**config.mk**
```make
export PLATFORM = sky130hd
export DESIGN_NAME = shell_escape_decoder
export DESIGN_NICKNAME = d
export VERILOG_FILES = /design/src/rtl/core/escd_pkg.sv /design/src/rtl/core/escd_step.sv /design/src/rtl/core/shell_escape_decoder.sv
export SDC_FILE = /design/constraint.sdc
export NUM_CORES = 1
export LEC_CHECK = 0
export BUFFER_PORTS_ARGS = -buffer_cell sky130_fd_sc_hd__buf_2
export CAP_MARGIN = 5
export CORE_AREA = 2 2 76 78
export DETAILED_ROUTE_END_ITERATION = 12
export DIE_AREA = 0 0 78 80
export PLACE_DENSITY = 0.73
export SLEW_MARGIN = 20
export SYNTH_ARGS = -nofsm -noshare
export SYNTH_HDL_FRONTEND = slang
export SYNTH_SLANG_ARGS = --single-unit
```
**constraint.sdc**
```tcl
create_clock -name clock -period 6.09 [get_ports clock]
set_input_delay 0.9135 -clock clock [delete_from_list [all_inputs] [get_ports clock]]
set_output_delay 0.9135 -clock clock [all_outputs]
set_load 0.03 [all_outputs]
```
**src/rtl/core/escd_pkg.sv**
```systemverilog
// ----------------------------------------------------------------------------
// escd_pkg
// Types, character codes and helper functions shared by the escape decoder.
// ----------------------------------------------------------------------------
package escd_pkg;

   // Character codes
   localparam logic [7:0] CHAR_BSLASH = 8'h5C;
   localparam logic [7:0] CHAR_X      = 8'h78;
   localparam logic [7:0] CHAR_STAR   = 8'h2A;
   localparam logic [7:0] CHAR_QMARK  = 8'h3F;
   localparam logic [7:0] CHAR_LBRACK = 8'h5B;
   localparam logic [7:0] CHAR_RBRACK = 8'h5D;

   // Decode mode, one-hot
   typedef enum logic [4:0] {
      MODE_NORMAL  = 5'b00001,
      MODE_ESCAPED = 5'b00010,
      MODE_HEX_HI  = 5'b00100,
      MODE_HEX_LO  = 5'b01000,
      MODE_DISCARD = 5'b10000
   } mode_type;

   // One result item
   typedef struct packed {
      logic [7:0] out_byte;
      logic       out_valid;
      logic       out_error;
      logic       run_last;
      logic       text_end;
   } result_type;

   // Outcome of decoding one input byte
   typedef struct packed {
      result_type res0;
      result_type res1;
      logic [1:0] res_cnt;
      mode_type   mode;
      logic [3:0] nibble;
   } step_type;

   // Hex digit decode: bit 4 set means valid, bits 3:0 the value
   function automatic logic [4:0] hex_decode(input logic [7:0] c);
      logic [4:0] r;
      r = 5'b0;
      if (c >= 8'h30 && c <= 8'h39) begin
         r = {1'b1, 4'(c - 8'h30)};
      end else if (c >= 8'h61 && c <= 8'h66) begin
         r = {1'b1, 4'(c - 8'h57)};
      end else if (c >= 8'h41 && c <= 8'h46) begin
         r = {1'b1, 4'(c - 8'h37)};
      end
      return r;
   endfunction

   function automatic logic is_glob(input logic [7:0] c);
      return (c == CHAR_STAR) || (c == CHAR_QMARK) || (c == CHAR_LBRACK) ||
             (c == CHAR_RBRACK) || (c == CHAR_BSLASH);
   endfunction

endpackage

```
**src/rtl/core/escd_step.sv**
```systemverilog
// ----------------------------------------------------------------------------
// escd_step
// Decodes one text byte against the current mode: gives zero to two results
// and the next mode and saved high nibble.
// ----------------------------------------------------------------------------
module escd_step
   import escd_pkg::*;
(
   input  logic [7:0] in_byte,
   input  logic       in_last,
   input  logic       quote_glob,
   input  mode_type   mode,
   input  logic [3:0] nibble,
   output step_type   step
);

   logic [4:0]  hex;
   result_type  r0;
   result_type  r1;
   logic [1:0]  n;
   mode_type    mode_n;
   logic [3:0]  nib_n;

   assign hex = hex_decode(in_byte);

   always_comb begin
      r0     = '0;
      r1     = '0;
      n      = 2'd0;
      mode_n = mode;
      nib_n  = nibble;

      // Main decode per mode
      case (mode)
         MODE_NORMAL: begin
            if (in_byte == CHAR_BSLASH) begin
               mode_n = MODE_ESCAPED;
            end else begin
               r0.out_byte  = in_byte;
               r0.out_valid = 1'b1;
               n            = 2'd1;
            end
         end
         MODE_ESCAPED: begin
            if (in_byte == CHAR_X) begin
               mode_n = MODE_HEX_HI;
            end else begin
               mode_n = MODE_NORMAL;
               if (quote_glob && is_glob(in_byte)) begin
                  r0.out_byte  = CHAR_BSLASH;
                  r0.out_valid = 1'b1;
                  r1.out_byte  = in_byte;
                  r1.out_valid = 1'b1;
                  n            = 2'd2;
               end else begin
                  r0.out_byte  = in_byte;
                  r0.out_valid = 1'b1;
                  n            = 2'd1;
               end
            end
         end
         MODE_HEX_HI: begin
            if (hex[4]) begin
               nib_n  = hex[3:0];
               mode_n = MODE_HEX_LO;
            end else begin
               r0.out_error = 1'b1;
               n            = 2'd1;
               mode_n       = MODE_DISCARD;
            end
         end
         MODE_HEX_LO: begin
            nib_n = 4'd0;
            n     = 2'd1;
            if (hex[4]) begin
               r0.out_byte  = {nibble, hex[3:0]};
               r0.out_valid = 1'b1;
               mode_n       = MODE_NORMAL;
            end else begin
               r0.out_error = 1'b1;
               mode_n       = MODE_DISCARD;
            end
         end
         default: begin
            mode_n = MODE_DISCARD;
         end
      endcase

      // End of text: force one result, flag it, return to normal
      if (in_last) begin
         if (n == 2'd0) begin
            r0.out_error = (mode_n == MODE_HEX_HI) || (mode_n == MODE_HEX_LO);
            n            = 2'd1;
         end
         if (n == 2'd2) begin
            r1.text_end = 1'b1;
         end else begin
            r0.text_end = 1'b1;
         end
         mode_n = MODE_NORMAL;
         nib_n  = 4'd0;
      end

      // Mark the last result of this byte
      if (n == 2'd2) begin
         r1.run_last = 1'b1;
      end else if (n == 2'd1) begin
         r0.run_last = 1'b1;
      end
   end

   assign step.res0    = r0;
   assign step.res1    = r1;
   assign step.res_cnt = n;
   assign step.mode    = mode_n;
   assign step.nibble  = nib_n;

endmodule

```
**src/rtl/core/shell_escape_decoder.sv**
```systemverilog
// ----------------------------------------------------------------------------
// shell_escape_decoder
// Results are registered in the result queue and driven on rsp from its head.
// Throughput: one byte per cycle while two queue entries are free; a byte giving
//   two results (escaped glob character with quoting on) takes two entries of
//   the three-entry result queue, which the single result port drains.
// Reset (synchronous): mode normal, nibble zero, quote_glob off, queue empty.
// ----------------------------------------------------------------------------
module shell_escape_decoder
   import escd_pkg::*;
(
   input  logic       clock,
   input  logic       reset,
   // Input stream
   input  logic       req_tvalid,
   output logic       req_tready,
   input  logic [7:0] req_tdata,   // [7:0] in_byte
   input  logic       req_tlast,   // in_last
   // Result stream
   output logic       rsp_tvalid,
   input  logic       rsp_tready,
   output logic [7:0] rsp_tdata,   // [7:0] out_byte
   output logic [2:0] rsp_tuser,   // [0] out_valid, [1] out_error, [2] run_last
   output logic       rsp_tlast,   // text_end
   // Configuration
   input  logic       csr_we,
   input  logic       csr_wdata    // quote_glob
);

   localparam int QDEPTH = 3;

   logic        glob_ff;
   mode_type    mode_ff;
   logic [3:0]  nibble_ff;
   result_type  q_ff [QDEPTH];
   result_type  q_in [QDEPTH];
   logic [1:0]  cnt_ff;
   logic [1:0]  cnt_in;
   logic [1:0]  base;
   logic        push;
   logic        pop;
   step_type    step;

   // Decode the incoming byte
   escd_step u_step (
      .in_byte   (req_tdata),
      .in_last   (req_tlast),
      .quote_glob(glob_ff),
      .mode      (mode_ff),
      .nibble    (nibble_ff),
      .step      (step)
   );

   // Take a byte while two queue entries are free
   assign req_tready = (cnt_ff < 2'd2);
   assign push       = req_tvalid && req_tready;
   assign pop        = rsp_tvalid && rsp_tready;

   // Drive the head of the queue
   assign rsp_tvalid = (cnt_ff != 2'd0);
   assign rsp_tdata  = q_ff[0].out_byte;
   assign rsp_tuser  = {q_ff[0].run_last, q_ff[0].out_error, q_ff[0].out_valid};
   assign rsp_tlast  = q_ff[0].text_end;

   // Shift out the head, then append new results
   always_comb begin
      base    = cnt_ff - 2'(pop);
      q_in[0] = pop ? q_ff[1] : q_ff[0];
      q_in[1] = pop ? q_ff[2] : q_ff[1];
      q_in[2] = q_ff[2];
      for (int i = 0; i < QDEPTH; i++) begin
         if (push && base == 2'(i)) begin
            q_in[i] = step.res0;
         end
         if (push && step.res_cnt == 2'd2 && base + 2'd1 == 2'(i)) begin
            q_in[i] = step.res1;
         end
      end
      cnt_in = base + (push ? step.res_cnt : 2'd0);
   end

   // Control state
   always_ff @(posedge clock) begin
      if (reset) begin
         glob_ff   <= 1'b0;
         mode_ff   <= MODE_NORMAL;
         nibble_ff <= 4'd0;
         cnt_ff    <= 2'd0;
      end else begin
         if (csr_we) begin
            glob_ff <= csr_wdata;
         end
         if (push) begin
            mode_ff   <= step.mode;
            nibble_ff <= step.nibble;
         end
         cnt_ff <= cnt_in;
      end
   end

   // Queue payload
   always_ff @(posedge clock) begin
      for (int i = 0; i < QDEPTH; i++) begin
         q_ff[i] <= q_in[i];
      end
   end

   // Checks
   a_last_resets_mode: assert property (@(posedge clock) disable iff (reset)
      (push && req_tlast) |=> (mode_ff == MODE_NORMAL && nibble_ff == 4'd0))
      else $error("mode not cleared after final byte");

   a_last_gives_result: assert property (@(posedge clock) disable iff (reset)
      (push && req_tlast) |-> (step.res_cnt != 2'd0))
      else $error("final byte produced no result");

   a_error_is_marker: assert property (@(posedge clock) disable iff (reset)
      (rsp_tvalid && rsp_tuser[1]) |-> (!rsp_tuser[0] && rsp_tdata == 8'd0))
      else $error("error result carries a byte");

   a_end_is_run_last: assert property (@(posedge clock) disable iff (reset)
      (rsp_tvalid && rsp_tlast) |-> rsp_tuser[2])
      else $error("text end not on last result of its byte");

endmodule

```
; After elaboration in Yosys (flattened, before gate mapping)
; Memory sizes are Yosys's and may differ from the RTL's.
; Cells that the tools add are included.
[word_totals]
memories = 1
ram_bits = 36
regBits = 12
out_inout_bits = 14
elab_cells = 111
input_bits = 15
[mem_list]
columns = memory, words, word_bits, rd, rd_ports_with_merged_regs, write_ports, line_no
row1 = q_ff, 3, 12, 3, 0, 3, shell_escape_decoder.sv:35  ; result_type q_ff [QDEPTH];
[classes]
add_sub_neg = 6
n_lt_le_gt_ge = 7
n_reduce_logical = 25
n_mux = 48
n_eq_ne = 20
[op_table]
columns = operator, count
row1 = 12-bit two-way mux, 8
row2 = 9-bit two-way mux, 7
row3 = 5-bit two-way mux, 7
row4 = "8-bit by 7-bit equality test with 1-bit output, second input constant", 4
row5 = 9-bit case mux with 3 select lines, 1
row6 = 5-bit case mux with 4 select lines, 1
row7 = "8-bit by 6-bit equality test with 1-bit output, second input constant", 2
row8 = "8-bit by 7-bit >= comparator with 1-bit output, second input constant", 2
row9 = "8-bit by 7-bit less-or-equal comparator with 1-bit output, second input constant", 2
row10 = 1-bit logical AND, 13
row11 = 1-bit two-way mux, 13
row12 = 2-bit two-way mux, 6
row13 = "5-bit by 3-bit equality test with 1-bit output, second input constant", 2
row14 = "5-bit by 4-bit equality test with 1-bit output, second input constant", 2
row15 = "2-bit equality test, second input constant", 4
row16 = "8-bit by 6-bit >= comparator with 1-bit output, second input constant", 1
row17 = "8-bit by 6-bit less-or-equal comparator with 1-bit output, second input constant", 1
row18 = 4-bit two-way mux, 2
row19 = 2-bit case mux with 4 select lines, 1
row20 = 4-bit case mux with 2 select lines, 1
row21 = "4-bit by 3-bit subtractor with 4-bit output, second input constant", 2
row22 = "2-bit by 1-bit equality test with 1-bit output, second input constant", 3
row23 = 2-bit zero test, 3
row24 = "5-bit by 1-bit equality test with 1-bit output, second input constant", 1
row25 = other kinds (13), 17

; Logic depth before layout (Yosys ltp)
; Gate-level depths: netlist of run 1.
[depth]
ltp_word = 18
ltp_mapped = 12
mapped_depth_nobuf = 12

; By module
; A second synthesis of run 1 with hierarchy kept.
[unflattened]
hier_cells = 307
area_unflattened_um2 = 3354.5
[by_module_without_submodules]
columns = mod, area_each_um2, instances, cells_per_inst, seq_area_each_um2
row1 = shell_escape_decoder, 2566.2, 1, 186, 1321.3
row2 = escd_step, 788.3, 1, 121, 0.0

; Worst setup path before layout of run 1
; Ideal clock, no wire load.
[synth_timing]
kind = input port to flip-flop
from = in req_tdata[0]
to = reg cnt_ff[1]
t_required_ps = 5964
setup_ps = 126
setup_slack_ps = 2944
t_arrival_ps = 3020
stages = 12
n_path_buf = 0
cell_sequence = clkinv_1 > ha_1 > or3b_4 > a2111oi_4 > or4_1 > nand2_1 > nor3_1 > nor2_1 > ha_1 > xnor2_1 > xnor2_1 > nor2_1
[synth_via]
elab_chain_cells = 15
word_cells_on_any_way = 34
cone_classes = add/sub: 1 / order compare: 6 / eq/ne: 6 / mux: 12 / reduce/logical: 9
[synth_rtl]
columns = item, line_no
row1 = start: declaration, shell_escape_decoder.sv:17  ; input logic [7:0] req_tdata,
row2 = branches (longest 8 deep; another with 8-bit by 7-bit >= comparator with 1-bit output), --
row3 = 2-bit case mux with 4 select lines *, escd_step.sv:34  ; case (mode)
row4 = 2-bit zero test, escd_step.sv:91  ; if (n == 2'd0) begin
row5 = 2-bit two-way mux, escd_step.sv:91
row6 = 2-bit two-way mux, escd_step.sv:90  ; if (in_last) begin
row7 = 2-bit two-way mux *, escd_step.sv:90
row8 = 2-bit two-way mux *, shell_escape_decoder.sv:79  ; cnt_in = base + (push ? step.res_cnt : 2'd0);
row9 = 2-bit adder *, shell_escape_decoder.sv:79
row10 = end signal: assignment, shell_escape_decoder.sv:97  ; cnt_ff <= cnt_in;
row11 = end: declaration, shell_escape_decoder.sv:37  ; logic [1:0] cnt_ff;
; Mark *: on every way between the ends. The select of a mux whose other input is x is not followed.
; A chain may end at the register's enable or synchronous reset.

==> results.py, run 1 <==
metrics = {
    "critical_path": {
        "critPathRequiredTime_ns": 6.04,
        "cp-start-kind": "primary input",
        "r2r_start": "cnt_ff[1]",
        "cp_slowest_cell": "a2111oi_1",
        "cp_cell_sequence": "buf_2 > clkinv_1 > ha_1 > o21ai_0 > a2111oi_1 > o211a_1 > nand2_2 > nand3_1",
        "worstPathArrival_ns": 3.42,
        "end_kind": "flip-flop",
        "crit_type": "in -> reg",
        "cp_slowest_stage_delay_ns": 0.59,
        "cp-startpoint": "req_tdata[0]",
        "cp_max_fo": 13,
    },
    "job": {
        "cap_violations": 0,
    },
    "global_routing": {
        "grt_usage_pct": 23.62,
        "grt_max_degree": 17,
        "antenna_found_initial": 0,
        "grt_pass1_vias": 2335,
        "grt_pass1_wl_um": 11630,
        "grt_overflow_total": 0,
    },
    "clock_network": {
        "cts_setup_buffers": 0,
        "cts_buffers": 5,
        "cts_tree": "yes",
        "cts_resized": 0,
        "htreeDepth": 2,
        "cts_buffer_depth": 2,
        "cts.sinks": 48,
        "root_buffer": "clkbuf_8",
        "ctsHoldBuffers": 0,
        "clock_latency_ns": 0.30,
        "clk_pin_slew_ns": 0.09,
    },
    "logic_synthesis": {
        "yosys.cell_count.top_type": "nor2_1",
        "synth_top_area_share_pct": 34.32,
        "synthTopCellsByCount": "nor2_1 (35), edfxtp_1 (33), nand2_1 (31)",
        "synth_area_per_cell_um2": 9.285,
        "seq_area_frac_synth_pct": 44.71,
        "synth_nets": 332,
        "synth_area_um2": 2888,
        "postSynthCellCount": 311,
        "yosys.area.top_type": "edfxtp_1",
        "synth_edf_count": 33,
        "synth_area_leaders": "edfxtp_1 (34%), dfxtp_1 (10%), o21ai_0 (4.9%), nor2_1 (4.5%), nand2_1 (4.0%)",
        "ys_ff_latch": 48,
        "ys.warnings.count": 0,
        "synthFlopType": "edfxtp_1",
        "async_flop_share_pct": 0,
        "synth_cell_type_count": 60,
    },
    "power": {
        "switching_share_pct": 40.29,
        "comb_power_share_pct": 41.6,
        "power.switching_uw": 495.2,
        "power_density_nw_per_um2": 401.3,
        "p_clk_share_pct": 16.8,
        "total_power_uw": 1229,
        "vdd_drop_max_uv": 168.8,
        "p_leak_uw": 0.001104,
        "p_int_uw": 733.9,
        "seq_power_share_pct": 41.6,
    },
    "sta": {
        "maxSlewViolCount": 0,
        "maxSlewHeadroom_pct": 43.69,
        "rsz0062_at_grt": "false",
        "fmax_mhz": 287.9,
        "finalHoldViolations": 0,
        "worstMarginPinSlew_ns": 0.8375,
        "fin_crit_ns": 3.473,
        "finalSetupTns_ns": 0,
        "fin_crit_sh_pct": 57.03,
        "clock_skew_ns": 0.007745,
        "finalSetupViolCount": 0,
    },
    "die": {
        "fp.dieH_um": 80,
        "ioPinCount": 29,
        "num_rows": 27,
        "die-area_um2": 6240,
        "initial_core_util_pct": 53.43,
        "core_um2": 5405,
        "die_w_um": 78,
    },
    "drt": {
        "wl_um": 7038,
        "first_pass_iters": 5,
        "wire_per_inst_um": 17.86,
        "drtIter0Drc": 205,
        "ant_nets": 0,
        "route.detailed.drc": 0,
        "viasPerCell": 6.170,
        "vias": 2431,
    },
    "placed_design": {
        "place_area_um2": 2960,
        "dp_cells": 386,
        "io_buffer_count": 28,
        "dp_hpwl_um": 5295,
        "place.gp.congestion": 0.9259,
    },
    "layout": {
        "multiInputGateArea_um2": 1403,
        "fill_cells": 504,
        "drive_above_1_share_pct": 14.60,
        "final_core_util_pct": 56.67,
        "nets": 342,
        "diodes": 0,
        "regArea_um2": 1291,
        "design_area_um2": 3063,
        "syn2layout_area_growth_pct": 6.066,
        "instances_no_fill": 394,
    },
    "min_path": {
        "hold_path.class": "reg -> reg",
        "min_from": "nibble_ff[1]",
    },
    "run_status": {
        "status": "finished clean",
    },
}
-- per-stage QoR --
| step | setup slack [ns] | hold slack [ns] |
|---|---|---|
| detailed placement | 2.266 | 0.4600 |
| finish | 2.617 | 0.4675 |
| global placement | 2.358 | 0.4472 |
| global route | 2.454 | 0.5068 |
| floorplan | 2.944 | 0.4323 |
| CTS | 2.586 | 0.4739 |
-- layer usage --
metal | GRT usage (%) | part of all wire, % | vias up | wire length (um)
met5 | 0 | 0 | - | 0
met4 | 9.298 | 2.8 | 0 | 196
met3 | 4.186 | 6.0 | 21 | 422
met2 | 40.17 | 49 | 94 | 3415
met1 | 29.96 | 43 | 1141 | 3003
li1 | - | - | 1175 | -
-- final timing paths --
path	to	slack [ns]	cells past startpoint
worst max-delay path	q_ff[0][23]	2.62	8
worst max register to register	q_ff[0][29]	3.24	8
worst min register to register	nibble_ff[1]	0.47	2
worst min-delay path	nibble_ff[1]	0.47	2
-- cells by family (layout without fill, tap and decap cells) --
kind of cell	after synthesis	in the layout	share of synthesized area, %
AOI/OAI and AO/OA	100	100	23.74
xor gates and xnor gates	3	3	0.9100
adders and majority gates	6	6	2.600
buffers and inverters	35	46	6.889
DFF	48	48	44.71
muxes	1	1	0.3466
and+or+nand+nor	118	118	20.80
-- power by group through the flow --
stage / clock [uW] / combinational (uW) / sequential [uW]
2_1_floorplan: 0 / 428 / 518
3_3_place_gp: 0 / 495 / 516
3_5_place_dp: 0 / 507 / 521
4_1_cts: 206 / 510 / 514
5_1_grt: 220 / 557 / 520
6_report: 206 / 511 / 512
-- flip-flops by register name, summed over array words and instances, names as in the netlist --
signal,cells
mode_ff,5
cnt_ff,2
glob_ff,1
q_ff,36
nibble_ff,4
-- layout by cell type, fill, tap and decap left out, types with 4 or more instances in the layout --
cell	count
nor2_1	35
edfxtp_1	33
nand2_1	31
o21ai_0	28
buf_2	28
a21oi_1	19
dfxtp_1	15
nand3_1	13
inv_1	8
a22oi_1	6
o211ai_1	6
ha_1	6
clkbuf_8	6
nor3_1	5
a22o_1	5
a211oi_1	5
o31ai_1	5
nand3b_1	4
-- critical path: cells and delay by family --
kind | cells | cell delay [ns]
AOI/OAI and AO/OA | 3 | 1.20
adders and majority gates | 1 | 0.26
buffers and inverters | 2 | 0.32
and+or+nand+nor | 2 | 0.72
-- cell type report --
cell class,instances,area share (%)
Sequential cell,48,42.16
Tap cell,72,2.941
Clock buffer,6,2.696
Clock inverter,2,0.4902
Multi-Input combinational cell,228,45.79
Inverter,9,1.103
Timing Repair Buffer,29,4.820
No activity file was read; power rests on OpenSTA's default activity.
==> run 2, diff against run 1 <==
==> constraint.sdc (replaced) <==
create_clock -name clock -period 3.5 [get_ports clock]
set_input_delay 0.525 -clock clock [delete_from_list [all_inputs] [get_ports clock]]
set_output_delay 0.525 -clock clock [all_outputs]
set_load 0.03 [all_outputs]
==> run 2 against run 1 <==
Count of clock-buffer cells in the layout stayed put. Clock skew is 0.0012 ns lower. Critical path depth is 5 higher. Critical path type unchanged.
==> results.py, run 2 (same netlist as run 1, synthesis figures left out) <==
metrics = {
    "clock_network": {
        "cts_buffers": 5,
        "ctsHoldBuffers": 0,
        "clk_pin_slew_ns": 0.09,
        "cts_buffer_depth": 2,
        "root_buffer": "clkbuf_8",
        "htreeDepth": 2,
        "cts.sinks": 48,
        "cts_setup_buffers": 0,
        "cts_tree": "yes",
        "clock_latency_ns": 0.31,
        "cts_resized": 0,
    },
    "sta": {
        "maxSlewViolCount": 0,
        "fin_crit_sh_pct": 84.19,
        "maxSlewHeadroom_pct": 43.34,
        "finalSetupViolCount": 0,
        "fin_crit_ns": 2.947,
        "worstMarginPinSlew_ns": 0.8427,
        "fmax_mhz": 339.4,
        "fin_ws_ns": 0.5533,
        "clock_skew_ns": 0.006577,
        "finalSetupTns_ns": 0,
        "finalHoldViolations": 0,
        "rsz0062_at_grt": "false",
    },
    "global_routing": {
        "grt_max_degree": 17,
        "grt_pass1_wl_um": 11330,
        "grt_pass1_vias": 2285,
        "grt_usage_pct": 23.61,
        "antenna_found_initial": 0,
        "grt_overflow_total": 0,
    },
    "placed_design": {
        "dp_hpwl_um": 5326,
        "place.gp.congestion": 0.8942,
        "io_buffer_count": 28,
        "place_ws_ns": 0.2714,
    },
    "layout": {
        "syn2layout_area_growth_pct": 9.315,
        "final_cell_mix": "nor2_1 (35), edfxtp_1 (33), nand2_1 (31)",
        "diodes": 0,
        "largestRegisters": "q_ff x36, mode_ff x5, nibble_ff x4",
        "nets": 352,
        "top_register": "q_ff",
        "largest_reg_flops": 36,
        "fill_cells": 486,
        "layout_commonest_cell": "nor2_1",
        "drive_above_1_share_pct": 16.87,
    },
    "power": {
        "p_leak_uw": 0.001171,
        "total_power_uw": 2228,
        "power_density_nw_per_um2": 705.8,
        "vdd_drop_max_uv": 297.2,
    },
    "die": {
        "ioPinCount": 29,
        "die_w_um": 78,
        "initial_core_util_pct": 53.43,
        "fp.dieH_um": 80,
        "core_um2": 5405,
        "num_rows": 27,
        "die-area_um2": 6240,
    },
    "job": {
        "cap_violations": 0,
    },
    "drt": {
        "ant_nets": 0,
        "route.detailed.drc": 0,
        "wl_um": 7092,
        "first_pass_iters": 5,
        "drtIter0Drc": 223,
        "wire_per_inst_um": 17.55,
        "viasPerCell": 6.181,
        "vias": 2497,
    },
    "critical_path": {
        "cp_slowest_stage_delay_ns": 0.62,
        "end_kind": "flip-flop",
        "cp_cell_sequence": "buf_2 > clkinv_1 > ha_1 > o21ai_0 > a2111oi_1 > or4_1 > nand2_1 > nor3_1 > nor2_1 > ha_1 > xnor2_1 > xnor2_1 > nor2_1",
        "cp_slowest_cell": "a2111oi_1",
        "crit_type": "in -> reg",
        "cp-start-kind": "primary input",
        "cp_max_fo": 8,
        "critPathBufInv": 2,
        "path_delay_family": "simple AND/OR/NAND/NOR gates",
        "worstPathArrival_ns": 3.15,
        "critPathRequiredTime_ns": 3.70,
    },
    "min_path": {
        "hold_path.class": "in -> reg",
    },
    "run_status": {
        "status": "finished clean",
    },
}
## run 2: changes by cell type in the layout (fill, tap and decap cells not counted), sizes merged
cell,before,now
clkinvlp,2,0
clkinv,1,2
buf,29,39
bufinv,0,1
## run 2: cell type report
cell class                 count  area, um^2  share of cell area [%]
inverter                       9       33.78                   1.070
timing repair buffer          39       222.7                   7.055
clock inverter                 2       38.79                   1.229
sequential                    48        1291                   40.90
multi-input combinational    228        1398                   44.27
tap                           72       90.09                   2.854
clock buffer                   6       82.58                   2.616
## run 2: worst paths after layout
path	startpoint	endpoint	slack (ns)	cells after the start
setup / recovery	req_tdata[0]	cnt_ff[1]	0.55	13
hold / removal	csr_wdata	glob_ff	0.46	3
setup reg to reg	cnt_ff[1]	q_ff[0][7]	0.97	10
hold reg to reg	nibble_ff[1]	nibble_ff[1]	0.48	2
## run 2: metrics by stage
stage / cell area, um^2 / util, % / hold WS, ns / cells
after detailed placement: 3035 / 56.16 / 0.4720 / 396
final: 3157 / 58.40 / 0.4564 / 404
after global placement: 3035 / 56.16 / 0.4491 / 396
after global routing: 3157 / 58.40 / 0.4894 / 404
after CTS: 3157 / 58.40 / 0.4587 / 404
after floorplan: 2888 / - / 0.4323 / 311
## run 2: report_power, final
group | internal, uW | switching (uW)
Combinational | 287 | 623
Clock | 234 | 198
Sequential | 845 | 41.2
Total | 1370 | 862
## run 2: routing by layer
metal	track usage, %	up-vias	part of all wire [%]
li1	-	1198	-
met1	30.12	1180	43
met2	40.34	104	49
met3	3.620	15	5.4
met4	9.298	0	2.0
met5	0	-	0
## run 2: tightest hold or removal path, stage by stage
cell     delay [ns]
buf_2          0.07
mux2i_1        0.06
nor2_1         0.07
==> run 3, diff against run 2 <==
--- a/config.mk
+++ b/config.mk
@@ -7,10 +7,10 @@
 export LEC_CHECK = 0
 export BUFFER_PORTS_ARGS = -buffer_cell sky130_fd_sc_hd__buf_2
 export CAP_MARGIN = 5
-export CORE_AREA = 2 2 76 78
+export CORE_AREA = 2 2 77 79
 export DETAILED_ROUTE_END_ITERATION = 12
-export DIE_AREA = 0 0 78 80
-export PLACE_DENSITY = 0.73
+export DIE_AREA = 0 0 79 81
+export PLACE_DENSITY = 0.74
 export SLEW_MARGIN = 20
 export SYNTH_ARGS = -nofsm -noshare
 export SYNTH_HDL_FRONTEND = slang
==> constraint.sdc (replaced) <==
create_clock -name clock -period 2.4 [get_ports clock]
set_input_delay 0.36 -clock clock [delete_from_list [all_inputs] [get_ports clock]]
set_output_delay 0.36 -clock clock [all_outputs]
set_load 0.03 [all_outputs]
==> run 3 against run 2 <==
Sequential power is 46% higher. Worst setup slack got worse by 0.54 ns. Wire length is 6.5% higher. First-iteration DRC count shrank 17%. Final cell count increased by 13%. Critical path type unchanged.
==> results.py, run 3 (same netlist as run 1, synthesis figures left out) <==
metrics = {
    "die": {
        "fp.dieH_um": 81,
        "initial_core_util_pct": 50.88,
        "core_um2": 5675,
        "ioPinCount": 29,
        "die_w_um": 79,
        "die-area_um2": 6399,
        "num_rows": 28,
    },
    "critical_path": {
        "end_kind": "flip-flop",
        "cp_max_fo": 4,
        "critPathRequiredTime_ns": 2.59,
        "worstPathArrival_ns": 2.58,
        "cp-start-kind": "primary input",
        "crit_type": "in -> reg",
    },
    "clock_network": {
        "cts.sinks": 48,
        "cts_tree": "yes",
        "cts_buffer_depth": 2,
        "clk_pin_slew_ns": 0.09,
        "root_buffer": "clkbuf_8",
        "ctsHoldBuffers": 0,
        "clock_latency_ns": 0.30,
        "htreeDepth": 2,
        "cts_buffers": 5,
    },
    "layout": {
        "largestRegisters": "q_ff x36, mode_ff x5, nibble_ff x4",
        "instances_no_fill": 458,
        "multiInputGateArea_um2": 1486,
        "drive_above_1_share_pct": 32.11,
        "top_register": "q_ff",
        "largest_reg_flops": 36,
        "fill_cells": 471,
        "diodes": 0,
        "regArea_um2": 1291,
        "final_cell_mix": "buf_4 (62), nor2_1 (33), edfxtp_1 (33)",
        "layout_commonest_cell": "buf_4",
        "nets": 403,
        "syn2layout_area_growth_pct": 26.00,
    },
    "drt": {
        "route.detailed.drc": 0,
        "drtIter0Drc": 185,
        "wl_um": 7554,
        "first_pass_iters": 5,
        "ant_nets": 0,
        "viasPerCell": 5.991,
        "wire_per_inst_um": 16.49,
        "vias": 2744,
    },
    "placed_design": {
        "io_buffer_count": 28,
        "place.gp.congestion": 0.9157,
        "dp_cells": 445,
        "place_ws_ns": -0.2225,
        "dp_hpwl_um": 5754,
    },
    "global_routing": {
        "grt_overflow_total": 0,
        "grt_pass1_vias": 2487,
        "antenna_found_initial": 0,
        "grt_pass1_wl_um": 11660,
        "grt_usage_pct": 23.46,
        "grt_max_degree": 17,
    },
    "sta": {
        "maxSlewViolCount": 0,
        "fin_ws_ns": 0.01601,
        "rsz0062_at_grt": "true",
        "worstMarginPinSlew_ns": 0.5704,
        "fin_crit_sh_pct": 99.33,
        "finalHoldViolations": 0,
        "fin_crit_ns": 2.384,
        "holdWs_ns": 0.2919,
        "finalSetupViolCount": 0,
        "maxSlewHeadroom_pct": 61.88,
        "clock_skew_ns": 0.008908,
        "finalSetupTns_ns": 0,
        "fmax_mhz": 419.5,
    },
    "run_status": {
        "status": "finished clean",
    },
    "min_path": {
        "hold_path.class": "in -> reg",
    },
    "power": {
        "power_density_nw_per_um2": 916.7,
        "vdd_drop_max_uv": 424.0,
        "p_leak_uw": 0.001417,
    },
    "job": {
        "cap_violations": 0,
    },
}
## run 3: critical path, stage by stage
cell and delay, ns:
buf_8 0.09, inv_6 0.04, buf_4 0.12, ha_1 0.23, o21ai_1 0.24, a2111oi_4 0.13
or4_4 0.54, nand2_4 0.11, nor3_4 0.04, nor2_1 0.14, ha_2 0.22, xnor2_2 0.12
xnor2_1 0.14, nor2_1 0.06
## run 3: path summary, 6_finish.rpt
path                            depth (start not counted)          from      endpoint  slack [ns]
worst max-delay path                                   14  req_tdata[0]     cnt_ff[1]        0.02
worst max register to register                         10    mode_ff[2]     cnt_ff[1]        0.11
worst min register to register                          2  nibble_ff[1]  nibble_ff[1]        0.47
worst min-delay path                                    3     csr_wdata       glob_ff        0.29
## run 3: metrics by stage
| stage | area, um^2 | util (%) | power [uW] |
|---|---|---|---|
| finish | 3638 | 64.11 | 3335 |
| global route | 3638 | 64.11 | 3520 |
| CTS | 3530 | 62.19 | 3308 |
| detailed placement | 3432 | 60.47 | 2792 |
| global placement | 3432 | 60.47 | 2731 |
| floorplan | 2924 | - | 2428 |
## run 3: repair_timing
action / in CTS / in global routing
buffers inserted: 0 / 5
setup endpoints to repair: 0 / 9
endpoints found under the hold margin: 0 / 0
gates resized for setup: 0 / 18
## run 3: per-layer routing
metal	up-vias	GRT usage, %	routed length (um)
li1	1301	-	-
met1	1289	28.84	3181
met2	128	41.86	3740
met3	26	3.444	424
met4	0	8.793	209
met5	-	0	0
## run 3: report_power, final
group          internal (uW)  total (uW)  switching (uW)
Sequential              1230        1290            59.0
Clock                    234         518             284
Combinational            557        1530             971
Total                   2020        3340            1310
## run 3: cell type report
class	count	area share, %
Clock buffer	6	2.270
Timing Repair Buffer	90	17.33
Tap cell	75	2.579
Sequential cell	48	35.49
Inverter	9	1.066
Clock inverter	2	0.4127
Multi-Input combinational cell	228	40.85
